--- src/rtl/glmf_pkg.sv ---
// Shared types, constants and helpers for the grid local maximum finder.
package glmf_pkg;

	localparam int MAX_WIDTH     = 64;
	localparam int MAX_HEIGHT    = 64;
	localparam int VALUE_BITS    = 16;
	localparam int COORD_BITS    = 6;
	localparam int SIZE_BITS     = 7;
	localparam int CFG_IDX_BITS  = 2;
	localparam int CFG_DATA_BITS = 7;
	localparam int HIT_BITS      = 3;

	// Configuration register indexes
	localparam logic [CFG_IDX_BITS-1:0] REG_IMAGE_WIDTH  = 2'd0;
	localparam logic [CFG_IDX_BITS-1:0] REG_IMAGE_HEIGHT = 2'd1;

	// Bits of a peak set, in the order they are reported
	localparam int HIT_UP_ROW = 0;  // cell one row above the arriving one
	localparam int HIT_LEFT   = 1;  // last row: cell left of the arriving one
	localparam int HIT_SELF   = 2;  // last row, last column: the arriving cell

	typedef logic signed [VALUE_BITS-1:0] value_t;
	typedef logic [COORD_BITS-1:0]        coord_t;
	typedef logic [SIZE_BITS-1:0]         size_t;

	// Fixed taps of one line delay: the exiting value and the one behind it
	typedef struct packed {
		value_t tap0;
		value_t tap1;
	} line_taps_t;

	// Peaks found for one pixel, with the position of that pixel
	typedef struct packed {
		logic [HIT_BITS-1:0] hit;
		coord_t              row;
		coord_t              col;
	} peak_set_t;

	// Zero is taken as one, anything above the maximum as the maximum
	function automatic size_t clamp_size(input logic [CFG_DATA_BITS-1:0] v,
		input size_t max_v);
		size_t r;
		r = SIZE_BITS'(v);
		if (r == '0) begin
			r = SIZE_BITS'(1);
		end else if (r > max_v) begin
			r = max_v;
		end
		return r;
	endfunction

endpackage

--- src/rtl/glmf_cell.sv ---
// One storage cell of a line delay chain.
module glmf_cell (
	input  logic               clk,
	input  logic               shift_en,
	input  logic               is_end,
	input  glmf_pkg::value_t   d_next,
	input  glmf_pkg::value_t   d_in,
	output glmf_pkg::value_t   q
);

	glmf_pkg::value_t val_q;

	// Tail cell takes the new value, all others take their upstream neighbor
	always_ff @(posedge clk) begin
		if (shift_en) begin
			val_q <= is_end ? d_in : d_next;
		end
	end

	assign q = val_q;

endmodule

--- src/rtl/glmf_line.sv ---
// Variable-length line delay built from a chain of cells.
module glmf_line (
	input  logic                  clk,
	input  logic                  shift_en,
	input  glmf_pkg::coord_t      end_idx,
	input  glmf_pkg::value_t      d_in,
	output glmf_pkg::line_taps_t  taps
);

	glmf_pkg::value_t cell_val [glmf_pkg::MAX_WIDTH];

	// Data enters at cell end_idx and walks toward cell 0: delay of end_idx+1 shifts
	for (genvar k = 0; k < glmf_pkg::MAX_WIDTH; k++) begin : g_cell
		glmf_pkg::value_t nb;
		if (k == glmf_pkg::MAX_WIDTH - 1) begin : g_tail
			assign nb = d_in;
		end else begin : g_mid
			assign nb = cell_val[k+1];
		end
		glmf_cell u_cell (
			.clk      (clk),
			.shift_en (shift_en),
			.is_end   (glmf_pkg::COORD_BITS'(k) == end_idx),
			.d_next   (nb),
			.d_in     (d_in),
			.q        (cell_val[k])
		);
	end

	assign taps.tap0 = cell_val[0];
	assign taps.tap1 = cell_val[1];

endmodule

--- src/rtl/glmf_emit.sv ---
// Result register: holds the peaks of one pixel and hands them out one per cycle while the receiver does not stall.
module glmf_emit (
	input  logic                  clk,
	input  logic                  arst_n,
	input  logic                  load,
	input  glmf_pkg::peak_set_t   set_in,
	output logic                  can_load,
	output logic                  out_valid,
	input  logic                  out_stall,
	output glmf_pkg::coord_t      peak_row,
	output glmf_pkg::coord_t      peak_column,
	output logic                  last_of_run
);

	logic [glmf_pkg::HIT_BITS-1:0] hit_q;
	glmf_pkg::coord_t              row_q;
	glmf_pkg::coord_t              col_q;
	logic [glmf_pkg::HIT_BITS-1:0] sel;
	logic [glmf_pkg::HIT_BITS-1:0] hit_rest;
	logic                          pop;

	// Lowest pending peak goes first
	assign sel       = hit_q & (~hit_q + glmf_pkg::HIT_BITS'(1));
	assign out_valid = |hit_q;
	assign last_of_run = (hit_q & ~sel) == '0;
	assign pop       = out_valid && !out_stall;
	assign hit_rest  = pop ? (hit_q & ~sel) : hit_q;
	assign can_load  = hit_rest == '0;

	assign peak_row    = sel[glmf_pkg::HIT_UP_ROW] ? row_q - glmf_pkg::COORD_BITS'(1) : row_q;
	assign peak_column = sel[glmf_pkg::HIT_LEFT] ? col_q - glmf_pkg::COORD_BITS'(1) : col_q;

	// Pending mask
	always_ff @(posedge clk or negedge arst_n) begin
		if (!arst_n) begin
			hit_q <= '0;
		end else if (load) begin
			hit_q <= set_in.hit;
		end else begin
			hit_q <= hit_rest;
		end
	end

	// Pixel position of the pending set
	always_ff @(posedge clk) begin
		if (load) begin
			row_q <= set_in.row;
			col_q <= set_in.col;
		end
	end

endmodule

--- src/rtl/grid_local_maximum_finder.sv ---
// Top level of the grid local maximum finder.
//
// Pixels arrive in raster order on the in_valid/in_stall channel (pixel_value,
// signed). Each transaction may release up to three peaks, reported on the
// out_valid/out_stall channel as peak_row/peak_column; last_of_run marks the
// final peak released by one pixel. A pixel that releases nothing gives no
// output transaction.
// Latency: peaks of a pixel show on the outputs the cycle after it is taken.
// Throughput: one pixel per cycle while each pixel releases at most one peak
// and the receiver does not stall; a pixel releasing more peaks holds the
// input until its last peak is taken, since the single result register drains
// one peak per cycle. Only last-row pixels release more than one.
// Two line delays, each a chain of MAX_WIDTH cells, hold the two rows above.
// Configuration (image_width, image_height) goes through cfg_valid/cfg_ready,
// always ready; a write to either size register restarts the frame at row 0,
// column 0. Write it only while the block is idle.
// Reset empties the result register and sets both sizes to their maximum.
// While the receiver stalls, the current peak holds and in_stall rises once
// the pending peaks cannot make room for the next pixel.
module grid_local_maximum_finder (
	input  logic                                  clk,
	input  logic                                  arst_n,
	input  logic                                  in_valid,
	output logic                                  in_stall,
	input  glmf_pkg::value_t                      pixel_value,
	output logic                                  out_valid,
	input  logic                                  out_stall,
	output glmf_pkg::coord_t                      peak_row,
	output glmf_pkg::coord_t                      peak_column,
	output logic                                  last_of_run,
	input  logic                                  cfg_valid,
	output logic                                  cfg_ready,
	input  logic [glmf_pkg::CFG_IDX_BITS-1:0]     cfg_index,
	input  logic [glmf_pkg::CFG_DATA_BITS-1:0]    cfg_data
);

	logic [glmf_pkg::CFG_DATA_BITS-1:0] width_q;
	logic [glmf_pkg::CFG_DATA_BITS-1:0] height_q;
	glmf_pkg::coord_t                   row_q;
	glmf_pkg::coord_t                   col_q;
	glmf_pkg::value_t                   prev_up_q;
	glmf_pkg::value_t                   prev_pix_q;
	glmf_pkg::value_t                   prev2_pix_q;

	glmf_pkg::size_t      w_eff;
	glmf_pkg::size_t      h_eff;
	glmf_pkg::coord_t     r_cur;
	glmf_pkg::coord_t     c_cur;
	glmf_pkg::coord_t     end_idx;
	glmf_pkg::line_taps_t up_taps;
	glmf_pkg::line_taps_t up2_taps;
	glmf_pkg::peak_set_t  set_in;
	logic                 accept;
	logic                 can_load;
	logic                 cfg_hit;
	logic                 r_gt0, r_gt1, c_gt0, c_gt1;
	logic                 last_row, last_col;
	glmf_pkg::value_t     x, a0, a1, b0;

	assign cfg_ready = 1'b1;
	assign cfg_hit   = cfg_valid && (cfg_index == glmf_pkg::REG_IMAGE_WIDTH ||
		cfg_index == glmf_pkg::REG_IMAGE_HEIGHT);

	assign w_eff = glmf_pkg::clamp_size(width_q, glmf_pkg::SIZE_BITS'(glmf_pkg::MAX_WIDTH));
	assign h_eff = glmf_pkg::clamp_size(height_q, glmf_pkg::SIZE_BITS'(glmf_pkg::MAX_HEIGHT));
	assign end_idx = glmf_pkg::COORD_BITS'(w_eff - glmf_pkg::SIZE_BITS'(1));

	assign in_stall = !can_load;
	assign accept   = in_valid && can_load;

	// Position of the arriving pixel, restarted if outside the grid
	always_comb begin
		r_cur = row_q;
		c_cur = col_q;
		if (glmf_pkg::SIZE_BITS'(row_q) >= h_eff || glmf_pkg::SIZE_BITS'(col_q) >= w_eff) begin
			r_cur = '0;
			c_cur = '0;
		end
	end

	// Two stacked line delays: row above and two rows above
	glmf_line u_line_up (
		.clk      (clk),
		.shift_en (accept),
		.end_idx  (end_idx),
		.d_in     (pixel_value),
		.taps     (up_taps)
	);

	glmf_line u_line_up2 (
		.clk      (clk),
		.shift_en (accept),
		.end_idx  (end_idx),
		.d_in     (up_taps.tap0),
		.taps     (up2_taps)
	);

	// Neighborhood compare for the three candidate cells
	always_comb begin
		x        = pixel_value;
		a0       = up_taps.tap0;
		a1       = up_taps.tap1;
		b0       = up2_taps.tap0;
		r_gt0    = r_cur != '0;
		r_gt1    = r_cur > glmf_pkg::COORD_BITS'(1);
		c_gt0    = c_cur != '0;
		c_gt1    = c_cur > glmf_pkg::COORD_BITS'(1);
		last_row = glmf_pkg::SIZE_BITS'(r_cur) + glmf_pkg::SIZE_BITS'(1) == h_eff;
		last_col = glmf_pkg::SIZE_BITS'(c_cur) + glmf_pkg::SIZE_BITS'(1) == w_eff;

		set_in.row = r_cur;
		set_in.col = c_cur;
		// cell above the arriving pixel; its lower neighbor is the pixel itself
		set_in.hit[glmf_pkg::HIT_UP_ROW] = r_gt0 && !((r_gt1 && b0 > a0) || (x > a0) ||
			(c_gt0 && prev_up_q > a0) || (!last_col && a1 > a0));
		// last row: cell left of the arriving pixel
		set_in.hit[glmf_pkg::HIT_LEFT] = last_row && c_gt0 && !((r_gt0 && prev_up_q > prev_pix_q) ||
			(c_gt1 && prev2_pix_q > prev_pix_q) || (x > prev_pix_q));
		// last cell of the grid
		set_in.hit[glmf_pkg::HIT_SELF] = last_row && last_col &&
			!((r_gt0 && a0 > x) || (c_gt0 && prev_pix_q > x));
	end

	glmf_emit u_emit (
		.clk         (clk),
		.arst_n      (arst_n),
		.load        (accept),
		.set_in      (set_in),
		.can_load    (can_load),
		.out_valid   (out_valid),
		.out_stall   (out_stall),
		.peak_row    (peak_row),
		.peak_column (peak_column),
		.last_of_run (last_of_run)
	);

	// Configuration registers and raster position
	always_ff @(posedge clk or negedge arst_n) begin
		if (!arst_n) begin
			width_q  <= glmf_pkg::CFG_DATA_BITS'(glmf_pkg::MAX_WIDTH);
			height_q <= glmf_pkg::CFG_DATA_BITS'(glmf_pkg::MAX_HEIGHT);
			row_q    <= '0;
			col_q    <= '0;
		end else if (cfg_hit) begin
			if (cfg_index == glmf_pkg::REG_IMAGE_WIDTH) begin
				width_q <= cfg_data;
			end else begin
				height_q <= cfg_data;
			end
			row_q <= '0;
			col_q <= '0;
		end else if (accept) begin
			if (last_col) begin
				col_q <= '0;
				row_q <= last_row ? '0 : r_cur + glmf_pkg::COORD_BITS'(1);
			end else begin
				col_q <= c_cur + glmf_pkg::COORD_BITS'(1);
				row_q <= r_cur;
			end
		end
	end

	// Recent values for left and upper-left neighbors
	always_ff @(posedge clk) begin
		if (accept) begin
			prev_up_q   <= a0;
			prev_pix_q  <= x;
			prev2_pix_q <= prev_pix_q;
		end
	end

endmodule

--- config.mk ---
export PLATFORM = sky130hd
export DESIGN_NAME = grid_local_maximum_finder
export DESIGN_NICKNAME = d
export VERILOG_FILES = /design/src/rtl/glmf_pkg.sv /design/src/rtl/glmf_cell.sv /design/src/rtl/glmf_line.sv /design/src/rtl/glmf_emit.sv /design/src/rtl/grid_local_maximum_finder.sv
export SDC_FILE = /design/constraint.sdc
export NUM_CORES = 2
export LEC_CHECK = 0
export BUFFER_PORTS_ARGS = -buffer_cell sky130_fd_sc_hd__buf_4
export CAP_MARGIN = 0
export CORE_ASPECT_RATIO = 0.75
export CORE_UTILIZATION = 50
export CTS_BUF_LIST = sky130_fd_sc_hd__clkbuf_8
export CTS_CLUSTER_SIZE = 16
export DETAILED_ROUTE_END_ITERATION = 6
export PLACE_DENSITY_LB_ADDON = 0.1
export SLEW_MARGIN = 10
export SYNTH_ARGS = -nofsm -noshare
export SYNTH_HDL_FRONTEND = slang
export SYNTH_SLANG_ARGS = --single-unit
--- constraint.sdc ---
create_clock -name clk -period 80.3 [get_ports clk]
set_input_delay 4.015 -clock clk [delete_from_list [all_inputs] [get_ports clk]]
set_output_delay 4.015 -clock clk [all_outputs]
set_load 0.005 [all_outputs]
# Word level (Yosys, flattened, before mapping)
# Index checks and enable logic that the tools add are counted.
dict set report op_classes {
  addsub 8
  magnitude_cmp 15
  n_eq_ne 65
  n_mux 143
  bitwise_logic 5
  n_reduce_logical 41
}
# cell count
set op_table {}
lappend op_table {{$mux 16} 126}
lappend op_table {{$eq 6x6->1 const A} 31}
lappend op_table {{$gt 16x16->1} 9}
lappend op_table {{$eq 5x6->1 const A} 16}
lappend op_table {{$mux 6} 11}
lappend op_table {{$eq 4x6->1 const A} 8}
lappend op_table {{$mux 7} 4}
lappend op_table {{$eq 3x6->1 const A} 4}
lappend op_table {{$sub 6x1->6 const B} 3}
lappend op_table {{$logic_and 1x1->1} 15}
lappend op_table {{$add 6x1->7 const B} 2}
lappend op_table {{$eq 7x7->1} 2}
lappend op_table {{$ge 6x7->1} 2}
lappend op_table {{$gt 7x7->1 const B} 2}
lappend op_table {{$logic_not 7->1} 2}
lappend op_table {{$add 6x1->6 const B} 2}
lappend op_table {{$eq 2x6->1 const A} 2}
lappend op_table {{$gt 6x1->1 const B} 2}
lappend op_table {{$reduce_bool 6->1} 2}
lappend op_table {{$logic_or 1x1->1} 8}
lappend op_table {{$and 3x3->3} 2}
lappend op_table {{$eq 1x6->1 const A} 1}
lappend op_table {{$logic_not 1->1} 6}
lappend op_table {{$logic_not 3->1} 2}
lappend op_table {{10 further kinds} 13}
dict set report totals {
  reg_bits 2105
  inputBits 30
  output_inout_bits 16
  wordCells 413
}

# Longest topological paths before layout
dict set report depth {
  ltp_word 14
  ltp_mapped 22
  depth_no_buf 20
}

# Cells and area by module
# Synthesis repeated with hierarchy kept, for this count alone.
dict set report hier_totals {
  cells_unflattened 5284
  hier_area_um2 101683.8
}
# module instances cells_each area_per_inst_um2 seq_area_each_um2
set modules_own_cells {}
lappend modules_own_cells {glmf_cell 128 34 729.4 480.5}
lappend modules_own_cells {grid_local_maximum_finder 1 680 6642.6 2094.5}
lappend modules_own_cells {glmf_line 2 95 461.7 0.0}
lappend modules_own_cells {glmf_emit 1 62 748.2 435.4}

# Worst setup path before layout
# No wires, ideal clock.
dict set report synth_path {
  kind {input port to flip-flop}
  from {input port out_stall}
  to {register col_q[3]}
  setup_time_ps 193
  t_arrival_ps 52359
  t_required_ps 80107
  slack_ps 27748
  cell_stages 6
  n_path_buf 0
  cell_sequence {maj3_1 > o21ai_0 > nand2_1 > inv_1 > nor2_1 > a32o_1}
}
dict set report synth_via {
  elab_chain_cells 6
}
# item line
set synth_lines {}
lappend synth_lines {{from (decl)} grid_local_maximum_finder.sv:27} ;# input logic out_stall,
lappend synth_lines {{$logic_not 1->1} glmf_emit.sv:26} ;# assign pop = out_valid && !out_stall;
lappend synth_lines {{$logic_and 1x1->1} glmf_emit.sv:26}
lappend synth_lines {{$mux 3} glmf_emit.sv:27} ;# assign hit_rest = pop ? (hit_q & ~sel) : hit_q;
lappend synth_lines {{$logic_not 3->1} glmf_emit.sv:28} ;# assign can_load = hit_rest == '0;
lappend synth_lines {{$logic_and 1x1->1} grid_local_maximum_finder.sv:69} ;# assign accept = in_valid && can_load;
lappend synth_lines {{via accept} grid_local_maximum_finder.sv:53} ;# logic accept;
lappend synth_lines {{$reduce_bool 2->1 (no source line)} -}
lappend synth_lines {{to (signal assigned)} grid_local_maximum_finder.sv:157} ;# col_q <= c_cur + glmf_pkg::COORD_BITS'(1);
lappend synth_lines {{to (decl)} grid_local_maximum_finder.sv:40} ;# glmf_pkg::coord_t col_q;
# The timed path passes the listed nets, and every way through them passes these cells.
# A chain may end at the register's enable or synchronous reset.

# Worst setup path after layout
dict set report layout_path {
  from {input port out_stall}
  to {output port in_stall}
}
dict set report layout_via {
  elab_chain_cells 5
}
# item line
set layout_lines {}
lappend layout_lines {{$logic_not 1->1} glmf_emit.sv:26}
lappend layout_lines {{$logic_and 1x1->1} glmf_emit.sv:26}
lappend layout_lines {{$mux 3} glmf_emit.sv:27}
lappend layout_lines {{$logic_not 3->1} glmf_emit.sv:28}
lappend layout_lines {{$logic_not 1->1} grid_local_maximum_finder.sv:68} ;# assign in_stall = !can_load;
lappend layout_lines {{to (decl)} grid_local_maximum_finder.sv:24} ;# output logic in_stall,
# Every way passes these cells.

==> results.toml <==
[placed_design]
pre_cts_slack_ns = 70.68
place_congestion = 0.8546
portBuffers = 44
dp_hpwl_mm = 136.4

[floorplan]
placementRows = 134
start_util = 0.5042
die_y_um = 369.2
dieArea_um2 = 181500
die_w_um = 491.5
io_pins = 46
core_um2 = 178200

[routing]
routed.top_layer = "met4"
drc = 6
wl_met3_mm = 24.23
vias = 54932
routed-wl-met2_mm = 100.7
m1WireLength_mm = 113.2
antenna_left = 0
post_drt_via_cell_ratio = 5.934
drt_iter0_drc = 6633
routed_wirelength_mm = 243.4
first_pass_iters = 7
wire_per_inst_um = 26.30

[global_routing]
grt_pass1_wl_mm = 358.6
antenna_found_initial = 18
grt_max_degree = 179
gr-total-overflow = 0
first_global_vias = 52223
grt_usage = 0.2679

[final_layout]
syn2layout_area_growth_pct = 9.274
fin_util = 0.5510
n_fill_cell = 14831
nets = 6801
drive_above_1_share = 0.2073

[run_status]
status = "complete, but fails checks"
violations = "design-rule violations"

[synthesis]
postSynthNetCount = 6801
ys_seq_area_frac = 0.7018
synthFlopType = "edfxtp_1"
synth_cell_types = 79
synth-async-reset-ratio = 0.01378
ys_ff_latch = 2105
netlist_top_cells_area = "edfxtp_1 (69%), mux2_2 (9.3%), o21ai_0 (7.1%), nand2_1 (5.7%), ha_1 (1.9%)"
yosysTopAreaCell = "edfxtp_1"
ys_warn_count = 0
synth.avg_cell_area_um2 = 13.54
synth_cells = 6637
syn_area_um2 = 89870
synth_top_area_share = 0.6937
synth-edff-count = 2076

[cts]
cts_setup_buffers = 0
cts_tree = "done"
cts_max_path_buffers = 4
clockRootBuffer = "clkbuf_8"
numCtsBuffers = 343
post_cts_resized = 0
numClockSinks = 2105
cts_hold_buffers = 0
path_clk_slew_ns = 0.06
h-tree-depth = 5
clock_latency_ns = 1.05

[sta]
relSlewSlack = 0.1160
holdWs_ns = 0.4959
finalSetupTns_ns = 0
worst_pin_slew_ns = 1.326
hold_viol = 0
fin_skew_ns = 0.06546
rsz0062_at_grt = "false"
fmax_mhz = 111.9
finalCritPeriodShare = 0.1113
maxSlewViolCount = 0
worst_slack_ns = 71.36
finalCriticalPeriod_ns = 8.936
setup_viol = 0

[critical_path]
end_kind = "primary output"
required_ns = 76.29
crit_type = "input port to primary output"
critical_path.max_fanout = 5
r2r_slack_ns = 74.26
arrival_ns = 4.92
startpoint_type = "input port"

[hold_path]
hold_class = "flop to flop"

[power]
irDropWorstVdd_mv = 0.01335
p_leak_nw = 36.86
total_power_w = 0.002468
power.density_nw_per_um2 = 25.13

[job]
max-cap-violations = 0
where the power goes:
part | switching, W | total (W) | leakage (nW) | internal [W]
sequential | 0.0000390 | 0.00137 | 20.7 | 0.00133
combinational | 0.000180 | 0.000262 | 12.7 | 0.0000817
clock | 0.000425 | 0.000833 | 3.42 | 0.000408
metal layers:
layer | global-route usage | up-vias
li1 | - | 24308
met1 | 0.4197 | 27959
met2 | 0.3692 | 2292
met3 | 0.06500 | 373
met4 | 0.06989 | 0
met5 | 0 | -
through the flow:
stage,cell area (um^2),instances
2_1_floorplan,89870,6637
4_1_cts,98170,9248
5_1_grt,98190,9252
6_report,98200,9257
3_3_place_gp,92390,8672
3_5_place_dp,92390,8672
cell families after synthesis:
family,after synthesis,synth area share
AO/OA/AOI/OAI,1413,0.08213
AND/OR/NAND/NOR,1571,0.07060
multiplexers,774,0.09693
flip-flops,2105,0.7018
buffers and inverters,614,0.02723
other,1,0.00004173
adder cells (fa/ha/maj),135,0.01877
XOR/XNOR,24,0.002492
area by class of cell:
| cell class | instances | area (um^2) | area share |
|---|---|---|---|
| Timing Repair Buffer | 187 | 1441 | 0.01468 |
| Inverter | 82 | 315.3 | 0.003211 |
| Antenna cell | 9 | 22.52 | 0.0002293 |
| Clock buffer | 350 | 4817 | 0.04905 |
| Multi-Input combinational cell | 3918 | 24600 | 0.2505 |
| Clock inverter | 226 | 957.2 | 0.009747 |
| Tap cell | 2380 | 2978 | 0.03032 |
| Sequential cell | 2105 | 63070 | 0.6422 |
critical path, stage by stage:
cell and delay [ns]:
buf_4 0.13, maj3_1 0.34, o21ai_0 0.24, inv_1 0.07
buf_4 0.14
placed cells by master, fill, tap and decap left out, types with 16 or more instances in the layout:
master	instances
nor2b_1	16
nor2_1	51
nand4_1	20
edfxtp_1	2076
o21ai_0	1270
nor3_1	20
clkbuf_8	350
inv_2	33
inv_1	176
ha_1	134
dfrtp_1	27
mux2_2	744
mux2_1	26
nand3_1	19
a21o_1	17
nand2_1	1319
clkinv_2	17
nand2_2	35
buf_4	184
clkinv_1	71
a21oi_1	30
cells in the mapped netlist, types with 9 or more instances:
cell / n
xnor2_1: 14
o21a_1: 9
nor2_1: 57
o211ai_1: 9
mux2_1: 26
inv_1: 80
nand3_1: 21
edfxtp_1: 2076
nor3_1: 24
o21ai_0: 1271
ha_1: 134
a21oi_1: 30
clkbuf_1: 439
nand2b_1: 14
xor2_1: 9
nand4_1: 20
dfrtp_1: 27
nor2b_1: 17
nand2_1: 1356
buf_2: 81
a21o_1: 17
mux2_2: 744
o21ai_1: 14
path summary, 6_finish.rpt:
path / to / start / cells after the start
setup reg to reg: row_q[1] / width_q[3] / 20
max in group asynchronous: width_q[6] / arst_n / 1
min in group asynchronous: height_q[2] / arst_n / 1
hold / removal: u_line_up.g_cell[20].u_cell.q[7] / u_line_up.g_cell[21].u_cell.q[7] / 1
hold reg to reg: u_line_up.g_cell[20].u_cell.q[7] / u_line_up.g_cell[21].u_cell.q[7] / 1
setup / recovery: in_stall / out_stall / 5
state kept, by name, indices dropped and copies added (netlist names):
name                        count
width_q                         7
u_line_up.g_cell.u_cell.q    1024
col_q                           6
u_line_up2.g_cell.u_cell.q   1024
u_emit.col_q                    6
height_q                        7
row_q                           6
u_emit.hit_q                    3
prev2_pix_q                    16
u_emit.row_q                    6
No activity file was read; power rests on OpenSTA's default activity.
